<file path="src/rtl/sha1md_pkg.sv">
`timescale 1ns / 1ps
package sha1md_pkg;

    typedef logic [31:0]      word_t;
    typedef logic [4:0][31:0] hash_t;

    // control from the sequencer to the round datapath
    typedef struct packed {
        logic       load;
        logic       step;
        logic [6:0] round;
    } round_ctl_t;

    localparam int unsigned ROUNDS     = 80;
    localparam int unsigned BLOCK_WDS  = 16;
    localparam int unsigned COUNT_W    = 61;

    localparam word_t IV0 = 32'h67452301;
    localparam word_t IV1 = 32'hEFCDAB89;
    localparam word_t IV2 = 32'h98BADCFE;
    localparam word_t IV3 = 32'h10325476;
    localparam word_t IV4 = 32'hC3D2E1F0;

    localparam word_t K0 = 32'h5A827999;
    localparam word_t K1 = 32'h6ED9EBA1;
    localparam word_t K2 = 32'h8F1BBCDC;
    localparam word_t K3 = 32'hCA62C1D6;

    localparam logic [7:0] PAD_MARK = 8'h80;

    localparam hash_t HASH_IV = {IV4, IV3, IV2, IV1, IV0};

    function automatic word_t round_k(input logic [6:0] t);
        word_t k;
        if (t < 7'd20)
            k = K0;
        else if (t < 7'd40)
            k = K1;
        else if (t < 7'd60)
            k = K2;
        else
            k = K3;
        return k;
    endfunction

    function automatic word_t round_f(input logic [6:0] t, input word_t b, input word_t c,
                                      input word_t d);
        word_t f;
        if (t < 7'd20)
            f = (b & c) | (~b & d);
        else if (t >= 7'd40 && t < 7'd60)
            f = (b & c) | (b & d) | (c & d);
        else
            f = b ^ c ^ d;
        return f;
    endfunction

endpackage

</file>
<file path="src/rtl/sha1md_core.sv">
`timescale 1ns / 1ps
module sha1md_core (
    input  logic                   clk,
    input  logic                   rst_n,
    input  sha1md_pkg::round_ctl_t ctl,
    input  sha1md_pkg::word_t      mem_word,
    input  sha1md_pkg::hash_t      chain,
    output sha1md_pkg::hash_t      vars
);
    import sha1md_pkg::*;

    hash_t vars_reg;
    hash_t vars_next;
    word_t sched_reg [BLOCK_WDS];
    word_t x_mix;
    word_t w_cur;
    word_t a_rot;
    word_t tmp;

    // sched_reg[0] holds w[t-16], sched_reg[15] holds w[t-1]
    always_comb
    begin
        x_mix = sched_reg[13] ^ sched_reg[8] ^ sched_reg[2] ^ sched_reg[0];
        if (ctl.round < 7'd16)
            w_cur = mem_word;
        else
            w_cur = {x_mix[30:0], x_mix[31]};
        a_rot = {vars_reg[0][26:0], vars_reg[0][31:27]};
        tmp   = a_rot + round_f(ctl.round, vars_reg[1], vars_reg[2], vars_reg[3])
                + vars_reg[4] + round_k(ctl.round) + w_cur;
        vars_next = vars_reg;
        if (ctl.load)
            vars_next = chain;
        else if (ctl.step)
        begin
            vars_next[4] = vars_reg[3];
            vars_next[3] = vars_reg[2];
            vars_next[2] = {vars_reg[1][1:0], vars_reg[1][31:2]};
            vars_next[1] = vars_reg[0];
            vars_next[0] = tmp;
        end
    end

    always_ff @(posedge clk or negedge rst_n)
    begin
        if (!rst_n)
            vars_reg <= '0;
        else
            vars_reg <= vars_next;
    end

    always_ff @(posedge clk)
    begin
        if (ctl.step)
        begin
            for (int i = 0; i < BLOCK_WDS - 1; i++)
                sched_reg[i] <= sched_reg[i+1];
            sched_reg[BLOCK_WDS-1] <= w_cur;
        end
    end

    assign vars = vars_reg;

endmodule

</file>
<file path="src/rtl/sha1_message_digest_unit.sv">
`timescale 1ns / 1ps
// sha-1 over a byte stream, one byte per item
// an item that does not fill a block leaves the input free for the next item; the 64th byte
// of a block starts a compression (load, 80 rounds at one per cycle, chain add)
// an end item writes padding words (up to 16) and adds a compression, twice when the
// length does not fit, then hands the digest to the output register once it is not stalled
// async active-low reset: initial hash values, zero byte count, no item pending
module sha1_message_digest_unit (
    input  logic        clk,
    input  logic        rst_n,
    input  logic        in_valid,
    output logic        in_stall,
    input  logic [7:0]  data_byte,
    input  logic        byte_valid,
    input  logic        end_of_message,
    output logic        out_valid,
    input  logic        out_stall,
    output logic [31:0] digest_word0,
    output logic [31:0] digest_word1,
    output logic [31:0] digest_word2,
    output logic [31:0] digest_word3,
    output logic [31:0] digest_word4
);
    import sha1md_pkg::*;

    localparam logic [2:0] S_IDLE  = 3'd0;
    localparam logic [2:0] S_LOAD  = 3'd1;
    localparam logic [2:0] S_ROUND = 3'd2;
    localparam logic [2:0] S_FINAL = 3'd3;
    localparam logic [2:0] S_PAD   = 3'd4;
    localparam logic [2:0] S_OUT   = 3'd5;

    logic [2:0]         state_reg, state_next;
    logic [COUNT_W-1:0] count_reg, count_next;
    word_t              word_reg, word_next;
    logic [3:0]         pad_idx_reg, pad_idx_next;
    logic               marker_reg, marker_next;
    logic               len_blk_reg, len_blk_next;
    logic               padding_reg, padding_next;
    logic               last_reg, last_next;
    logic [6:0]         round_reg, round_next;
    hash_t              chain_reg, chain_next;
    logic               out_valid_reg, out_valid_next;
    hash_t              digest_reg;
    logic               digest_load;

    word_t              blk_mem [BLOCK_WDS];
    word_t              rd_data_reg;
    logic [3:0]         rd_addr;
    logic               wr_en;
    logic [3:0]         wr_addr;
    word_t              wr_data;

    round_ctl_t         ctl;
    hash_t              vars;

    logic               in_acc;
    logic [5:0]         pos;
    logic [COUNT_W-1:0] cnt_after;
    logic [63:0]        bit_len;
    word_t              mark_word;

    sha1md_core u_core (
        .clk      (clk),
        .rst_n    (rst_n),
        .ctl      (ctl),
        .mem_word (rd_data_reg),
        .chain    (chain_reg),
        .vars     (vars)
    );

    assign in_acc   = in_valid && !in_stall;
    assign in_stall = (state_reg != S_IDLE);
    assign pos      = count_reg[5:0];
    assign bit_len  = {count_reg, 3'b000};
    assign cnt_after = byte_valid ? count_reg + COUNT_W'(1) : count_reg;

    // bytes after the fill point of word_reg are always zero
    always_comb
    begin
        if (count_reg[1:0] == 2'd0)
            mark_word = word_t'(PAD_MARK) << 24;
        else
            mark_word = word_reg | (word_t'(PAD_MARK) << {~count_reg[1:0], 3'b000});
    end

    always_comb
    begin
        state_next     = state_reg;
        count_next     = count_reg;
        word_next      = word_reg;
        pad_idx_next   = pad_idx_reg;
        marker_next    = marker_reg;
        len_blk_next   = len_blk_reg;
        padding_next   = padding_reg;
        last_next      = last_reg;
        round_next     = round_reg;
        chain_next     = chain_reg;
        out_valid_next = out_valid_reg && out_stall;
        digest_load    = 1'b0;
        wr_en          = 1'b0;
        wr_addr        = pos[5:2];
        wr_data        = word_next;
        ctl.load       = 1'b0;
        ctl.step       = 1'b0;
        ctl.round      = round_reg;
        rd_addr        = (state_reg == S_ROUND) ? round_reg[3:0] + 4'd1 : 4'd0;

        case (state_reg)
            S_IDLE:
            begin
                if (in_acc)
                begin
                    if (byte_valid)
                    begin
                        if (pos[1:0] == 2'd0)
                            word_next = {data_byte, 24'd0};
                        else
                            word_next = word_reg | (word_t'(data_byte) << {~pos[1:0], 3'b000});
                        wr_en      = (pos[1:0] == 2'd3);
                        wr_data    = word_next;
                        count_next = cnt_after;
                    end
                    if (byte_valid && pos == 6'd63)
                    begin
                        last_next    = end_of_message;
                        padding_next = 1'b0;
                        state_next   = S_LOAD;
                    end
                    else if (end_of_message)
                    begin
                        pad_idx_next = cnt_after[5:2];
                        marker_next  = 1'b1;
                        len_blk_next = (cnt_after[5:3] != 3'd7);
                        padding_next = 1'b1;
                        state_next   = S_PAD;
                    end
                end
            end
            S_PAD:
            begin
                wr_en   = 1'b1;
                wr_addr = pad_idx_reg;
                if (marker_reg)
                    wr_data = mark_word;
                else if (len_blk_reg && pad_idx_reg == 4'd14)
                    wr_data = bit_len[63:32];
                else if (len_blk_reg && pad_idx_reg == 4'd15)
                    wr_data = bit_len[31:0];
                else
                    wr_data = '0;
                marker_next  = 1'b0;
                pad_idx_next = pad_idx_reg + 4'd1;
                if (pad_idx_reg == 4'd15)
                    state_next = S_LOAD;
            end
            S_LOAD:
            begin
                ctl.load   = 1'b1;
                round_next = '0;
                state_next = S_ROUND;
            end
            S_ROUND:
            begin
                ctl.step   = 1'b1;
                round_next = round_reg + 7'd1;
                if (round_reg == 7'(ROUNDS - 1))
                begin
                    round_next = '0;
                    state_next = S_FINAL;
                end
            end
            S_FINAL:
            begin
                for (int i = 0; i < 5; i++)
                    chain_next[i] = chain_reg[i] + vars[i];
                if (padding_reg)
                begin
                    if (len_blk_reg)
                        state_next = S_OUT;
                    else
                    begin
                        // length did not fit: one more block of zeros and length
                        len_blk_next = 1'b1;
                        pad_idx_next = '0;
                        marker_next  = 1'b0;
                        state_next   = S_PAD;
                    end
                end
                else if (last_reg)
                begin
                    pad_idx_next = '0;
                    marker_next  = 1'b1;
                    len_blk_next = 1'b1;
                    padding_next = 1'b1;
                    state_next   = S_PAD;
                end
                else
                    state_next = S_IDLE;
            end
            S_OUT:
            begin
                if (!out_valid_reg || !out_stall)
                begin
                    digest_load    = 1'b1;
                    out_valid_next = 1'b1;
                    chain_next     = HASH_IV;
                    count_next     = '0;
                    padding_next   = 1'b0;
                    last_next      = 1'b0;
                    state_next     = S_IDLE;
                end
            end
            default:
            begin
                state_next = S_IDLE;
            end
        endcase
    end

    always_ff @(posedge clk or negedge rst_n)
    begin
        if (!rst_n)
        begin
            state_reg     <= S_IDLE;
            count_reg     <= '0;
            pad_idx_reg   <= '0;
            marker_reg    <= 1'b0;
            len_blk_reg   <= 1'b0;
            padding_reg   <= 1'b0;
            last_reg      <= 1'b0;
            round_reg     <= '0;
            chain_reg     <= HASH_IV;
            out_valid_reg <= 1'b0;
        end
        else
        begin
            state_reg     <= state_next;
            count_reg     <= count_next;
            pad_idx_reg   <= pad_idx_next;
            marker_reg    <= marker_next;
            len_blk_reg   <= len_blk_next;
            padding_reg   <= padding_next;
            last_reg      <= last_next;
            round_reg     <= round_next;
            chain_reg     <= chain_next;
            out_valid_reg <= out_valid_next;
        end
    end

    always_ff @(posedge clk)
    begin
        word_reg <= word_next;
        if (digest_load)
            digest_reg <= chain_reg;
    end

    // block buffer: whole words written, one registered read port for the rounds
    always_ff @(posedge clk)
    begin
        if (wr_en)
            blk_mem[wr_addr] <= wr_data;
        rd_data_reg <= blk_mem[rd_addr];
    end

    assign out_valid    = out_valid_reg;
    assign digest_word0 = digest_reg[0];
    assign digest_word1 = digest_reg[1];
    assign digest_word2 = digest_reg[2];
    assign digest_word3 = digest_reg[3];
    assign digest_word4 = digest_reg[4];

endmodule

</file>
<file path="config.mk">
export PLATFORM = sky130hd
export DESIGN_NAME = sha1_message_digest_unit
export DESIGN_NICKNAME = d
export VERILOG_FILES = /design/src/rtl/sha1md_pkg.sv /design/src/rtl/sha1md_core.sv /design/src/rtl/sha1_message_digest_unit.sv
export SDC_FILE = /design/constraint.sdc
export NUM_CORES = 2
export LEC_CHECK = 0
export ABC_AREA = 1
export BUFFER_PORTS_ARGS = -buffer_cell sky130_fd_sc_hd__clkbuf_2
export CORE_MARGIN = 2
export CORE_UTILIZATION = 35
export CTS_BUF_LIST = sky130_fd_sc_hd__clkbuf_8
export CTS_CLUSTER_DIAMETER = 40
export DETAILED_ROUTE_END_ITERATION = 12
export PLACE_DENSITY = 0.51
export RECOVER_POWER = 50
export SYNTH_ARGS = -nofsm -noshare
export SYNTH_HDL_FRONTEND = slang
export SYNTH_HIERARCHICAL = 1
export SYNTH_SLANG_ARGS = --single-unit
</file>
<file path="constraint.sdc">
create_clock -name clk -period 9.5 [get_ports clk]
set_clock_uncertainty 0.1 [all_clocks]
set_input_delay 0.475 -clock clk [delete_from_list [all_inputs] [get_ports clk]]
set_output_delay 0.475 -clock clk [all_outputs]
set_load 0.01 [all_outputs]
</file>
== Yosys cells after proc, flatten, opt, wreduce, memory -nomap -nowiden ==
Memory sizes are Yosys's and may differ from the RTL's. A register that Yosys moved wholly into a read port is not among the register bits.
Index checks and enable logic that the tools add are counted.
Widths: inputs -> output; s select.
Storage, ports and cells
  bits in registers: 592
  latch bits: 0
  memory bits (writable): 1024
  ROM bits: 0
  input bits: 14
  output and inout bits: 162
  word-level logic and storage cells: 190
  memories: 2
Cells by class
  $add $sub $neg: 13
  multipliers: 0
  divide/modulo/power cells: 0
  magnitude comparators: 5
  equality and inequality tests: 22
  shift operators: 2
  muxes and demuxes: 78
  bitwise gates (word level): 16
  reduce and logical (&&, ||, !) cells: 27
Memories
  blk_mem: depth 16, bits a word 32, read ports 1, clocked after Yosys merged registers in 1, wr ports 1, RTL line sha1_message_digest_unit.sv:47  | word_t blk_mem [BLOCK_WDS];
  u_core.sched_reg: depth 16, bits a word 32, read ports 16, clocked after Yosys merged registers in 0, wr ports 16, RTL line sha1md_core.sv:14  | word_t sched_reg [BLOCK_WDS];
Operators by type and width (count)
  $mux 160: 3
  $mux 32: 12
  $pmux 160 s2: 1
  $add 32x32->32: 9
  $mux 61: 4
  $or 32x32->32: 5
  $xor 32x32->32: 5
  $and 32x32->32: 4
  $pmux 61 s2: 1
  $pmux 32 s2: 1
  $add 61x1->61 const B: 1
  $mux 4: 8
  $not 32->32: 1
  $shl 8x5->32: 1
  $shl 8x5->32 const A: 1
  $mux 31: 1
  $mux 1: 30
  $mux 3: 8
  $pmux 3 s6: 1
  $lt 7x5->1 const B: 2
  $lt 7x6->1 const B: 2
  $ne 2x2->1 const B: 7
  $pmux 7 s2: 1
  $ne 3x3->1 const B: 4
  other kinds (27): 50

== Logic depth before layout (Yosys ltp) ==
  depth after elaboration: 11
  gate-level depth with buffers: 26
  mapped depth without buffers: 25

== By module ==
The synthesis kept the hierarchy.
By module, submodules not included
  sha1_message_digest_unit: instances 1, cells an instance 5718, area an instance 50862.5 um^2, sequential area each 27886.7 um^2
  sha1md_core: instances 1, cells an instance 2363, area an instance 29752.3 um^2, sequential area each 19378.6 um^2

== Least setup slack after synthesis ==
OpenSTA, ideal clock, no wires.
  path kind: register to register
  from: reg state_reg[2]
  to: reg rd_data_reg[20], read port of blk_mem
  library setup time: 60 ps
  arrival time: 8126 ps
  required time: 9340 ps
  slack: 1214 ps
  stages on the path, launching flop included: 9
  path buffers: 1
  clock period less this slack: 8286 ps
  cell sequence: dfrtp_1 nor2_4 nand2_4 inv_2 nand3_1 inv_1 buf_1 o211ai_1 nand2_1
On the way
  longest elaborated chain between the ends: 2
Ends and longest elaborated chain
  start, declared: RTL line sha1_message_digest_unit.sv:33  | logic [2:0] state_reg, state_next;
  start signal, assigned: RTL line sha1_message_digest_unit.sv:238  | state_reg <= state_next;
  $eq 3x2->1: RTL line sha1_message_digest_unit.sv:107  | rd_addr = (state_reg == S_ROUND) ? round_reg[3:0] + 4'd1 : 4'd0;
  $mux 4: RTL line sha1_message_digest_unit.sv:107
  end, declared: RTL line sha1_message_digest_unit.sv:48  | word_t rd_data_reg;
No other way between the ends.
A chain may end at the register's enable or synchronous reset.

==> results.toml <==
[routing]
drc_errors = 0
wl_um = 275700
wl_per_cell_um = 23.47
vias = 60170
ant_nets = 0
first_pass_iters = 8
drt_iter0_drc = 5580
viasPerCell = 5.122

[cts]
post_cts_buffers = 0
clockBufferDepth = 4
cts_tree = "done"
clockRootBuffer = "clkbuf_8"
clkSinkCount = 1648
cts.htree.levels = 5
clkLatencyLatePin_ps = 1080
ctsResizeCount = 0
hold_buffers = 17
cts_buffers = 338
clkTransAtPathRegs_ps = 60

[run]
drv_cap = 17

[critical_path]
crit_path_end_kind = "flop"
critPathKind = "flop to flop"
crit_fanout = 122
ff2ff_setup_slack_ps = 2530
cp.required_ps = 10030
cp.arrival_ps = 7490
start_kind = "flop"

[cells_and_area]
final_layout_size_suffix_gt1_share_pct = 8.549
nets = 8789
fill_cells = 22870
area_growth_pct = 13.60
final_cells = 11750

[sta]
hold_violations = 0
fin_crit_ps = 6965
rsz0062_at_grt = "no"
tns_ps = 0
setup_viol = 0
max_freq_mhz = 143.6
period_share_pct = 73.32
tightest_slew_ps = 4773
drv_slew = 955
hold_ws_ps = 286.3
max_slew_margin_pct = -218.2

[place]
dp.cells = 11120
io_buffers = 175
gp_congestion = 0.9624
post-dp-hpwl_um = 193000

[power]
vdd_drop_max_uv = 412.7
p_seq_share_pct = 31.3
clockPowerShare_pct = 19.1
switching_share_pct = 47.27
p_int_mw = 20.31
combPwrFrac_pct = 49.6
p_sw_mw = 18.20
finalPower_mw = 38.51
powerDensity_nw_per_um2 = 420.5
p_leak_nw = 37.58

[die]
start_util_pct = 35.13
io-pin-count = 176
design.core.area_um2 = 229500
dieWidth_um = 483.9
die_h_um = 483.9
die_area_um2 = 234200
num_rows = 176

[status]
violations = "capacitance limit, slew limit"
status = "finished, violations left"

[yosys]
syn-cell-area_um2 = 80610
synth_most_common_cell = "nand2_1"
synth_cell_types = 61
syn_inst = 8081
ys_ff_latch = 1648
yosys_warnings = 6
seq_area_frac_synth_pct = 58.63
synthFlopType = "edfxtp_1"
synth-edff-count = 1216
synth.top_cell.area_share_pct = 45.30
syn-num-nets = 8417
yosys-top-cells-area = "edfxtp_1 (45%), dfrtp_1 (9.9%), nand2_1 (8.9%), inv_1 (5.2%), fa_1 (3.1%)"
avgSynthCellArea_um2 = 9.976
synthTopCellsByCount = "nand2_1 (1917), edfxtp_1 (1216), inv_1 (1107), nor2_1 (623), nand3_1 (439)"
async_flop_share_pct = 24.27
synth_area_leader_cell = "edfxtp_1"

[global_route]
grt_pass1_wl_um = 399600
track_usage_pct = 23.13
overflow = 0
grt_max_degree = 143
antenna_found_initial = 29
grt_pass1_vias = 58400

[worst_hold_path]
hold_path.class = "flop to flop"
-- cell type report --
cell class              instances  area (um2)  area share (%)
inverters                    1133        4279           4.673
well taps                    3026        3786           4.134
flip-flops and latches       1648       47270           51.61
clock inverters               240        1732           1.891
diodes                          7       17.52         0.01913
multi-input cells            5053       28090           30.67
clock buffers                 361        4969           5.425
repair buffers                279        1445           1.578
-- through the flow --
stage | util, % | worst slack, ps | area [um2]
3_5_place_dp | 37.07 | 3988 | 85050
6_report | 39.91 | 2535 | 91580
3_3_place_gp | 37.07 | 4014 | 85050
4_1_cts | 40.07 | 3957 | 91940
2_1_floorplan | - | 1214 | 80610
5_1_grt | 39.91 | 1878 | 91570
-- worst max-delay path, stage by stage (launching register included) --
cell and delay (ps):
dfrtp_1 460, nor2_1 190, nand2_1 420, inv_8 750, clkbuf_1 3380, buf_4 1030
-- kinds of logic (layout without fill, tap and decap cells) --
family / Yosys count / in the layout / share of synthesized area [%]
AO/OA/AOI/OAI: 1248 / 1248 / 9.634
XOR/XNOR: 139 / 139 / 1.510
adder cells (fa/ha/maj): 322 / 322 / 6.162
buffers and inverters: 1380 / 2013 / 6.641
flip-flops: 1648 / 1648 / 58.63
multiplexers: 1 / 1 / 0.01242
other: 0 / 7 / 0
AND/OR/NAND/NOR: 3343 / 3343 / 17.41
-- cell usage in the layout, fill, tap and decap left out, types with 15 or more instances in the layout --
cell           count
o21ai_0          350
dfxtp_1           32
dlygate4sd3_1     16
nor3_1            69
or2_1             19
ha_1             197
o21ai_1           16
nand4_1           46
or2_2            128
xnor2_1           87
a31oi_1           33
nor2_1           612
a21oi_1          285
o221ai_1          65
inv_1           1204
edfxtp_1        1216
clkinv_2          39
clkbuf_8         361
clkbuf_1         175
nand2_1         1921
or2_0             20
nand3_1          440
o21bai_1          34
buf_4             75
bufinv_16         23
xor2_1            52
a22oi_1           90
dfrtp_1          320
and2_1            15
clkinvlp_4        22
nor2_4            22
dfstp_1           80
clkinv_1          51
o22ai_1           32
o211ai_1         279
fa_1             125
a211oi_1          16
-- worst paths after layout --
kind	from	to	depth (start not counted)
worst max-delay path	state_reg[2]	u_core/sched_reg[1][176]	5
worst min-delay path	u_core/sched_reg[1][143]	u_core/sched_reg[1][111]	0
worst max register to register	state_reg[2]	u_core/sched_reg[1][176]	5
worst min register to register	u_core/sched_reg[1][143]	u_core/sched_reg[1][111]	0
max in group asynchronous	rst_n	count_reg[59]	5
min in group asynchronous	rst_n	chain_reg[58]	3
-- power groups by stage --
stage | registers [mW] | clock network [mW] | logic (mW)
2_1_floorplan | 11.4 | 0 | 12.4
3_3_place_gp | 12.2 | 0 | 19.1
3_5_place_dp | 12.2 | 0 | 19.0
4_1_cts | 12.1 | 7.57 | 19.1
5_1_grt | 12.2 | 7.87 | 21.3
6_report | 12.1 | 7.36 | 19.1
-- routing by layer --
| metal | vias up | track usage (%) | wire [um] |
|---|---|---|---|
| met4 | 4 | 7.433 | 8769 |
| met1 | 29730 | 32.79 | 126300 |
| met3 | 416 | 4.073 | 17550 |
| met5 | - | 0 | 27 |
| li1 | 28050 | - | - |
| met2 | 1969 | 35.85 | 123000 |
Note: power is estimated with default switching activity, not from simulation.
